`src/hdl/prefix_polynomial_hash_range_query_defines.svh`:
```
// assertion macros shared by the prefix hash engine
// no dependencies
`ifndef PREFIX_POLYNOMIAL_HASH_RANGE_QUERY_DEFINES_SVH
`define PREFIX_POLYNOMIAL_HASH_RANGE_QUERY_DEFINES_SVH

// same-cycle implication
`define PPHRQ_ASSERT_NOW(label, clk, rst_n, ante, cons) \
    label: assert property (@(posedge clk) disable iff (!rst_n) (ante) |-> (cons)) \
        else $error("assertion failed");

// next-cycle implication
`define PPHRQ_ASSERT_NEXT(label, clk, rst_n, ante, cons) \
    label: assert property (@(posedge clk) disable iff (!rst_n) (ante) |=> (cons)) \
        else $error("assertion failed");

`endif

```
`src/hdl/pphrq_pkg.sv`:
```
// types, codes and constants of the prefix hash engine
// no dependencies
package pphrq_pkg;

    localparam int MAX_ELEMENTS_DEF = 1024;
    localparam int WORD_W           = 31;
    localparam int VALUE_W          = 32;
    localparam int INDEX_W          = 10;
    localparam int CFG_INDEX_W      = 8;
    localparam int CFG_DATA_W       = 32;
    localparam int DIV_W            = 64;

    localparam logic [WORD_W-1:0] BASE_RESET    = 31'd1000007;
    localparam logic [WORD_W-1:0] MODULUS_RESET = 31'd1000000009;
    localparam logic [WORD_W-1:0] MODULUS_MIN   = 31'd2;
    localparam logic [WORD_W-1:0] PREFIX_ZERO   = 31'd0;
    localparam logic [WORD_W-1:0] POWER_ZERO    = 31'd1;

    localparam logic [1:0] OP_APPEND  = 2'd0;
    localparam logic [1:0] OP_QUERY   = 2'd1;
    localparam logic [1:0] OP_RESTART = 2'd2;

    localparam logic [1:0] ST_OK    = 2'd0;
    localparam logic [1:0] ST_RANGE = 2'd1;
    localparam logic [1:0] ST_FULL  = 2'd2;

    localparam logic [CFG_INDEX_W-1:0] CFG_BASE    = 8'd0;
    localparam logic [CFG_INDEX_W-1:0] CFG_MODULUS = 8'd1;

    typedef struct packed {
        logic [1:0]         operation;
        logic [VALUE_W-1:0] value;
        logic [INDEX_W-1:0] left;
        logic [INDEX_W-1:0] right;
    } t_in_word;

    typedef struct packed {
        logic [WORD_W-1:0] hash_value;
        logic [1:0]        status;
    } t_out_word;

    typedef struct packed {
        logic               start;
        logic [WORD_W-1:0]  a;
        logic [WORD_W-1:0]  b;
        logic [VALUE_W-1:0] c;
    } t_mm_req;

    typedef struct packed {
        logic              done;
        logic [WORD_W-1:0] result;
    } t_mm_rsp;

endpackage

```
`src/hdl/pphrq_modmul.sv`:
```
// shared modular multiply-add unit: (a*b + c) mod m
// one registered multiply, then a one-bit-per-cycle remainder over 64 bits; uses pphrq_pkg
module pphrq_modmul (
    input  logic                                i_clk,
    input  logic                                i_rst_n,
    input  pphrq_pkg::t_mm_req                  i_req,
    input  logic [pphrq_pkg::WORD_W-1:0]        i_mod,
    output pphrq_pkg::t_mm_rsp                  o_rsp
);
    import pphrq_pkg::*;

    localparam int CNT_W = $clog2(DIV_W);
    localparam int PROD_W = 2 * WORD_W;

    localparam logic [1:0] M_IDLE = 2'd0;
    localparam logic [1:0] M_LOAD = 2'd1;
    localparam logic [1:0] M_RED  = 2'd2;

    logic [1:0]        r_state, n_state;
    logic [CNT_W-1:0]  r_cnt, n_cnt;
    logic              r_done, n_done;
    logic [PROD_W-1:0] r_prod;
    logic [VALUE_W-1:0] r_c;
    logic [DIV_W-1:0]  r_div, n_div;
    logic [WORD_W-1:0] r_rem, n_rem;
    logic [WORD_W:0]   shifted;
    logic [WORD_W:0]   reduced;

    assign shifted = {r_rem, r_div[DIV_W-1]};
    assign reduced = (shifted >= {1'b0, i_mod}) ? (shifted - {1'b0, i_mod}) : shifted;

    always_comb begin
        n_state = r_state;
        n_cnt   = r_cnt;
        n_done  = 1'b0;
        n_div   = r_div;
        n_rem   = r_rem;
        unique case (r_state)
            M_IDLE: begin
                if (i_req.start) begin
                    n_state = M_LOAD;
                end
            end
            M_LOAD: begin
                n_div   = DIV_W'(r_prod) + DIV_W'(r_c);
                n_rem   = '0;
                n_cnt   = CNT_W'(DIV_W - 1);
                n_state = M_RED;
            end
            M_RED: begin
                n_rem = reduced[WORD_W-1:0];
                n_div = r_div << 1;
                n_cnt = r_cnt - 1'b1;
                if (r_cnt == '0) begin
                    n_state = M_IDLE;
                    n_done  = 1'b1;
                end
            end
            default: begin
                n_state = M_IDLE;
            end
        endcase
    end

    always_ff @(posedge i_clk) begin
        if (!i_rst_n) begin
            r_state <= M_IDLE;
            r_done  <= 1'b0;
        end else begin
            r_state <= n_state;
            r_done  <= n_done;
        end
        r_cnt <= n_cnt;
        r_div <= n_div;
        r_rem <= n_rem;
        if (r_state == M_IDLE && i_req.start) begin
            r_prod <= i_req.a * i_req.b;
            r_c    <= i_req.c;
        end
    end

    assign o_rsp.done   = r_done;
    assign o_rsp.result = r_rem;

endmodule

```
`config.mk`:
```
export PLATFORM = sky130hd
export DESIGN_NAME = pphrq_modmul
export DESIGN_NICKNAME = d
export VERILOG_FILES = /design/src/hdl/prefix_polynomial_hash_range_query_defines.svh /design/src/hdl/pphrq_pkg.sv /design/src/hdl/pphrq_modmul.sv
export SDC_FILE = /design/constraint.sdc
export NUM_CORES = 2
export LEC_CHECK = 0
export ABC_AREA = 1
export BUFFER_PORTS_ARGS = -buffer_cell sky130_fd_sc_hd__buf_2
export CAP_MARGIN = 20
export CORE_MARGIN = 2
export CORE_UTILIZATION = 55
export CTS_CLUSTER_DIAMETER = 50
export DETAILED_ROUTE_END_ITERATION = 12
export PLACE_DENSITY = 0.72
export SETUP_SLACK_MARGIN = 0.2
export SLEW_MARGIN = 10
export SYNTH_ARGS = -nofsm -noshare
export SYNTH_HDL_FRONTEND = slang
export SYNTH_SLANG_ARGS = --single-unit
```
`constraint.sdc`:
```
create_clock -name i_clk -period 8.6 [get_ports i_clk]
set_input_delay 1.72 -clock i_clk [delete_from_list [all_inputs] [get_ports i_clk]]
set_output_delay 1.72 -clock i_clk [all_outputs]
set_load 0.01 [all_outputs]
```
Word level (Yosys, flattened, before mapping)
Index checks and enable logic that the tools add are counted.
{ "op_classes": {"muxes": 8, "n_eq_ne": 4, "n_reduce_logical": 6, "magnitude_cmp": 1, "addsub": 3, "mul": 1} }
{ "op_table": {"columns": ["cell", "count"], "rows": [
  ["case mux 64 bit (2 select lines)", 1],
  ["adder 62 x 32 -> 63 bit", 1],
  ["multiplier 31 x 31 -> 62 bit", 1],
  ["case mux 31 bit (2 select lines)", 1],
  [">= comparator 32 x 31 -> 1 bit", 1],
  ["two-way mux 31 bit", 1],
  ["subtractor 31 bit", 1],
  ["case mux 6 bit (2 select lines)", 1],
  ["logical NOT 6 bit", 1],
  ["case mux 2 bit (3 select lines)", 1],
  ["subtractor 6 x 1 -> 6 bit (second input constant)", 1],
  ["two-way mux 2 bit", 2],
  ["!= test 2 bit (second input constant)", 2],
  ["AND reduction 2 bit", 2],
  ["equality test 2 x 1 -> 1 bit (second input constant)", 1],
  ["equality test 2 bit (second input constant)", 1],
  ["logical NOT 2 bit", 1],
  ["nonzero test 2 bit", 1],
  ["logical AND 1 bit", 1],
  ["two-way mux 1 bit", 1]
]} }
{ "totals": {"input_bits": 128, "word_cells": 30, "out_inout_bits": 32, "regBits": 198} }

Depth between registers and ports, before layout
{ "logic_depth": {"word_depth": 3, "mapped_depth": 30, "mapped_depth_nobuf": 29} }

Worst setup path after synthesis
OpenSTA, ideal clock, no wires.
{ "synth_path": {"path_kind": "input port to flip-flop", "startpoint": "in i_req[92] (netlist bit)", "endpoint": "reg r_prod[55] (data pin)", "setup_ns": 0.253, "required_time_ns": 8.347, "path_buffers": 1, "arrival_time_ns": 7.458, "slack_ns": 0.890, "stages": 25, "path_cell_list": "clkbuf_1 nand2_1 fa_1 inv_1 fa_1 fa_1 inv_1 fa_1 inv_1 fa_1 fa_1 fa_1 inv_1 fa_1 inv_1 ha_1 nand2_1 nor2_1 inv_1 nor2_1 inv_1 o21ai_0 nand2_1 nand4_1 nand2_1"} }
{ "synth_via": {"elab_chain_len": 1} }
{ "synth_lines": {"columns": ["item", "line", "source"], "rows": [
  ["from (decl)", "pphrq_modmul.sv:6", "input pphrq_pkg::t_mm_req i_req,"],
  ["multiplier 31 x 31 -> 62 bit", "pphrq_modmul.sv:77", "r_prod <= i_req.a * i_req.b;"],
  ["to (signal assigned)", "pphrq_modmul.sv:77", null],
  ["to (decl)", "pphrq_modmul.sv:22", "logic [PROD_W-1:0] r_prod;"]
]} }
No other way between the ends.
A chain may end at the register's enable or synchronous reset.

Worst setup path after layout
{ "layout_path": {"startpoint": "in i_req[40] (netlist bit)", "endpoint": "reg r_prod[55] (data pin)"} }
The elaborated chain is that of the path after synthesis.

==> results.yml <==
timing:
  slew_violations: 0
  worstMarginPinSlew_ns: 1.074
  final_hold_vio_count: 0
  grt_setup_unrepaired: "no"
  setup_viol: 0
  worst_clock_skew_ns: 0.01678
  fin_crit_ns: 8.057
  fin_setup_tns_ns: 0
  maxClockFrequency_ghz: 0.1241
  max-slew-margin-rel_pct: 28.39
  min_period_over_period_pct: 93.69
yosys:
  post_synth.cell_area_avg_um2: 7.541
  synth_async_sr_flop_share_pct: 0
  ys_dominant_reg_cell: "sky130_fd_sc_hd__edfxtp_1"
  ys_top_cells_by_count: "sky130_fd_sc_hd__nand2_1, sky130_fd_sc_hd__inv_1, sky130_fd_sc_hd__fa_1"
  postSynthCellCount: 6107
  synth_top_area_cells: "sky130_fd_sc_hd__fa_1, sky130_fd_sc_hd__nand2_1, sky130_fd_sc_hd__inv_1"
  syn_nets: 7398
  post-synth-top-count-cell: "sky130_fd_sc_hd__nand2_1"
  synth_largest_type_area_fraction_pct: 36.47
  synth_largest_area_cell: "sky130_fd_sc_hd__fa_1"
  postSynthRegisterBits: 198
  yosys.cell_types.count: 45
  synth.yosys.warnings: 0
  synth_sequential_area_ratio_pct: 12.85
  number_of_synthesized_flops_with_an_enable_pin: 195
  post_synth_instance_area_um2: 46050
routing:
  totalWireLength_um: 129900
  dr.pass1.iters: 6
  detail_route.vias_per_cell: 5.226
  detailroute.via_count: 38320
  detail_route.iter0.violations: 2765
  final_antenna_net_count: 0
  routed_wire_length_per_instance_um: 17.71
  drcViolationCount: 0
clocking:
  insertion_delay_ns: 0.48
  tritoncts: "yes"
  cts_resized: 0
  tritoncts.num_buffers: 17
  cts_root_cell: "sky130_fd_sc_hd__clkbuf_16"
  clock_edge_transition_at_the_registers_on_the_reported_setup_and_hold_paths_ns: 0.08
  cts_max_level: 4
  cts_num_sinks: 198
  post_cts_buffers: 0
  ctsLongestPathBuffers: 2
  hold_buffers: 0
floorplan:
  chipHeight_um: 293.4
  num_io_pins: 160
  initial_core_util_pct: 55.29
  die-width_um: 293.4
  core_area_um2: 83290
  die_area_um2: 86060
  row_count: 106
worst_setup_path:
  critical_path_endpoint_category: "register"
  cp_slowest_cell: "sky130_fd_sc_hd__fa_1"
  cp.arrival_ns: 8.29
  critical_path.reg2reg.endpoint: "r_rem[23]"
  critical_path.max_fanout: 24
  critical_path.most_common_cell: "sky130_fd_sc_hd__fa_1"
  worst-path-buf-inv: 6
  req_time_crit_path_ns: 8.83
  worst_path_largest_cell_delay_ns: 0.55
  worstSetupStartpointType: "input pin"
  critical-path-top-delay-family: "adder cells"
  worstReg2RegStart: "r_div[63]"
  critical_setup_path_class: "in2reg"
  count_of_cells_along_the_worst_register_to_register_path: 13
  regToRegSetupSlack_ns: 5.79
  worstPathCellList: "buf_2, nand2_1, fa_1, fa_1, fa_1, fa_1, inv_1, fa_1, fa_1, fa_1, inv_1, fa_1, inv_1, ha_1, nand2_1, nor2_1, inv_1, nor2_1, inv_1, o21ai_0, nand2_1, nand4_1, nand2_1"
place:
  place_inst: 7300
  routabilityCongestion: 0.9927
  buffer_ports.inserted: 159
  dpl-instance-area_um2: 48740
  dp_hpwl_um: 112600
finish:
  syn2layout_area_growth_pct: 7.126
  nets: 7530
  final_layout_size_suffix_gt1_share_pct: 6.414
  insertedDiodeCount: 0
  final_core_utilization_pct: 59.23
  instances_no_fill: 7332
  final_area_um2: 49330
job:
  timing.max_cap.violations: 0
worst_hold_path:
  min_delay_path_depth: 2
  worst_hold_startpoint: "r_div[60]"
  hold_class: "reg2reg"
  worst_hold_path_endpoint: "r_div[61]"
global_route:
  grt_pass1_wl_um: 210200
  first_global_vias: 39820
  maximum_number_of_pins_on_one_net_before_global_route_repair: 89
  gr-usage-all-layers_pct: 31.19
  antenna_violations_before_repair: 5
  global_route.overflow_total: 0
outcome:
  outcome: "completed"
cells by family (layout without fill, tap and decap cells):
logic type	count (synthesis)	count (layout)	share of synthesized area (%)
compound gates	308	308	3.510
buf+inv	1891	2036	15.51
fa+ha+maj	1163	1163	45.27
xor+xnor	74	74	1.407
simple gates	2473	2473	21.45
flops	198	198	12.85
metrics by stage:
| stage | worst slack [ns] | hold slack, ns |
|---|---|---|
| 5_1_grt | 0.2088 | 0.5432 |
| 6_report | 0.5430 | 0.5225 |
| 3_3_place_gp | -0.1326 | 0.5009 |
| 2_1_floorplan | 0.8895 | 0.4814 |
| 4_1_cts | 0.2982 | 0.5243 |
| 3_5_place_dp | -0.1835 | 0.5074 |
metal layers:
layer  global-route usage, %  wire length (um)  vias to the layer above
met5                       0                68                        -
li1                        -                 -                    17940
met4                   9.097              3836                       10
met3                   3.880              9300                      236
met2                   53.04             61810                     1432
met1                   41.99             54860                    18700
worst max-delay path by stage:
stage	cells after the start	to	from
6_report	23	r_prod[55]	i_req[40]
5_1_grt	25	r_prod[55]	i_req[40]
4_1_cts	24	r_prod[30]	i_req[71]
3_5_place_dp	24	r_prod[30]	i_req[71]
3_3_place_gp	24	r_prod[30]	i_req[71]
2_1_floorplan	25	r_prod[55]	i_req[92]
tightest hold or removal path: stages, from the launching register on:
cell and delay [ns]:
sky130_fd_sc_hd__edfxtp_1 0.33, sky130_fd_sc_hd__nand2_1 0.05, sky130_fd_sc_hd__nand2_1 0.05
placed cells by master (no fill, tap or decap), drive strengths merged, types with 6 or more instances in the layout:
master / Yosys / layout
edfxtp: 195 / 195
nand3: 186 / 186
nand3b: 18 / 18
nor3: 41 / 41
nand2: 1854 / 1854
or2: 14 / 14
fa: 839 / 839
nor4: 6 / 6
a21oi: 158 / 158
nand4: 31 / 31
xnor2: 21 / 21
buf: 8 / 319
xor2: 53 / 53
ha: 324 / 324
clkbuf: 203 / 23
nor2: 317 / 317
o21bai: 17 / 17
o21ai: 124 / 124
inv: 1680 / 1686
flip-flops by register name, indices dropped and copies added, names as in the netlist:
name and flops:
r_c 32, r_done 1, r_rem 31, r_div 64
r_prod 62, r_state 2, r_cnt 6
final cells by class:
cell class                      instances  area, um^2
Clock buffer                           18       429.2
Clock inverter                         14       141.4
Fill cell                            7690       33960
Inverter                             1680        6310
Multi-Input combinational cell       4018       33030
Sequential cell                       198        5916
Tap cell                             1080        1351
Timing Repair Buffer                  324        2160
Power is not shown: default switching activity piles up to over one toggle a cycle in this logic, so the estimate is an artifact.
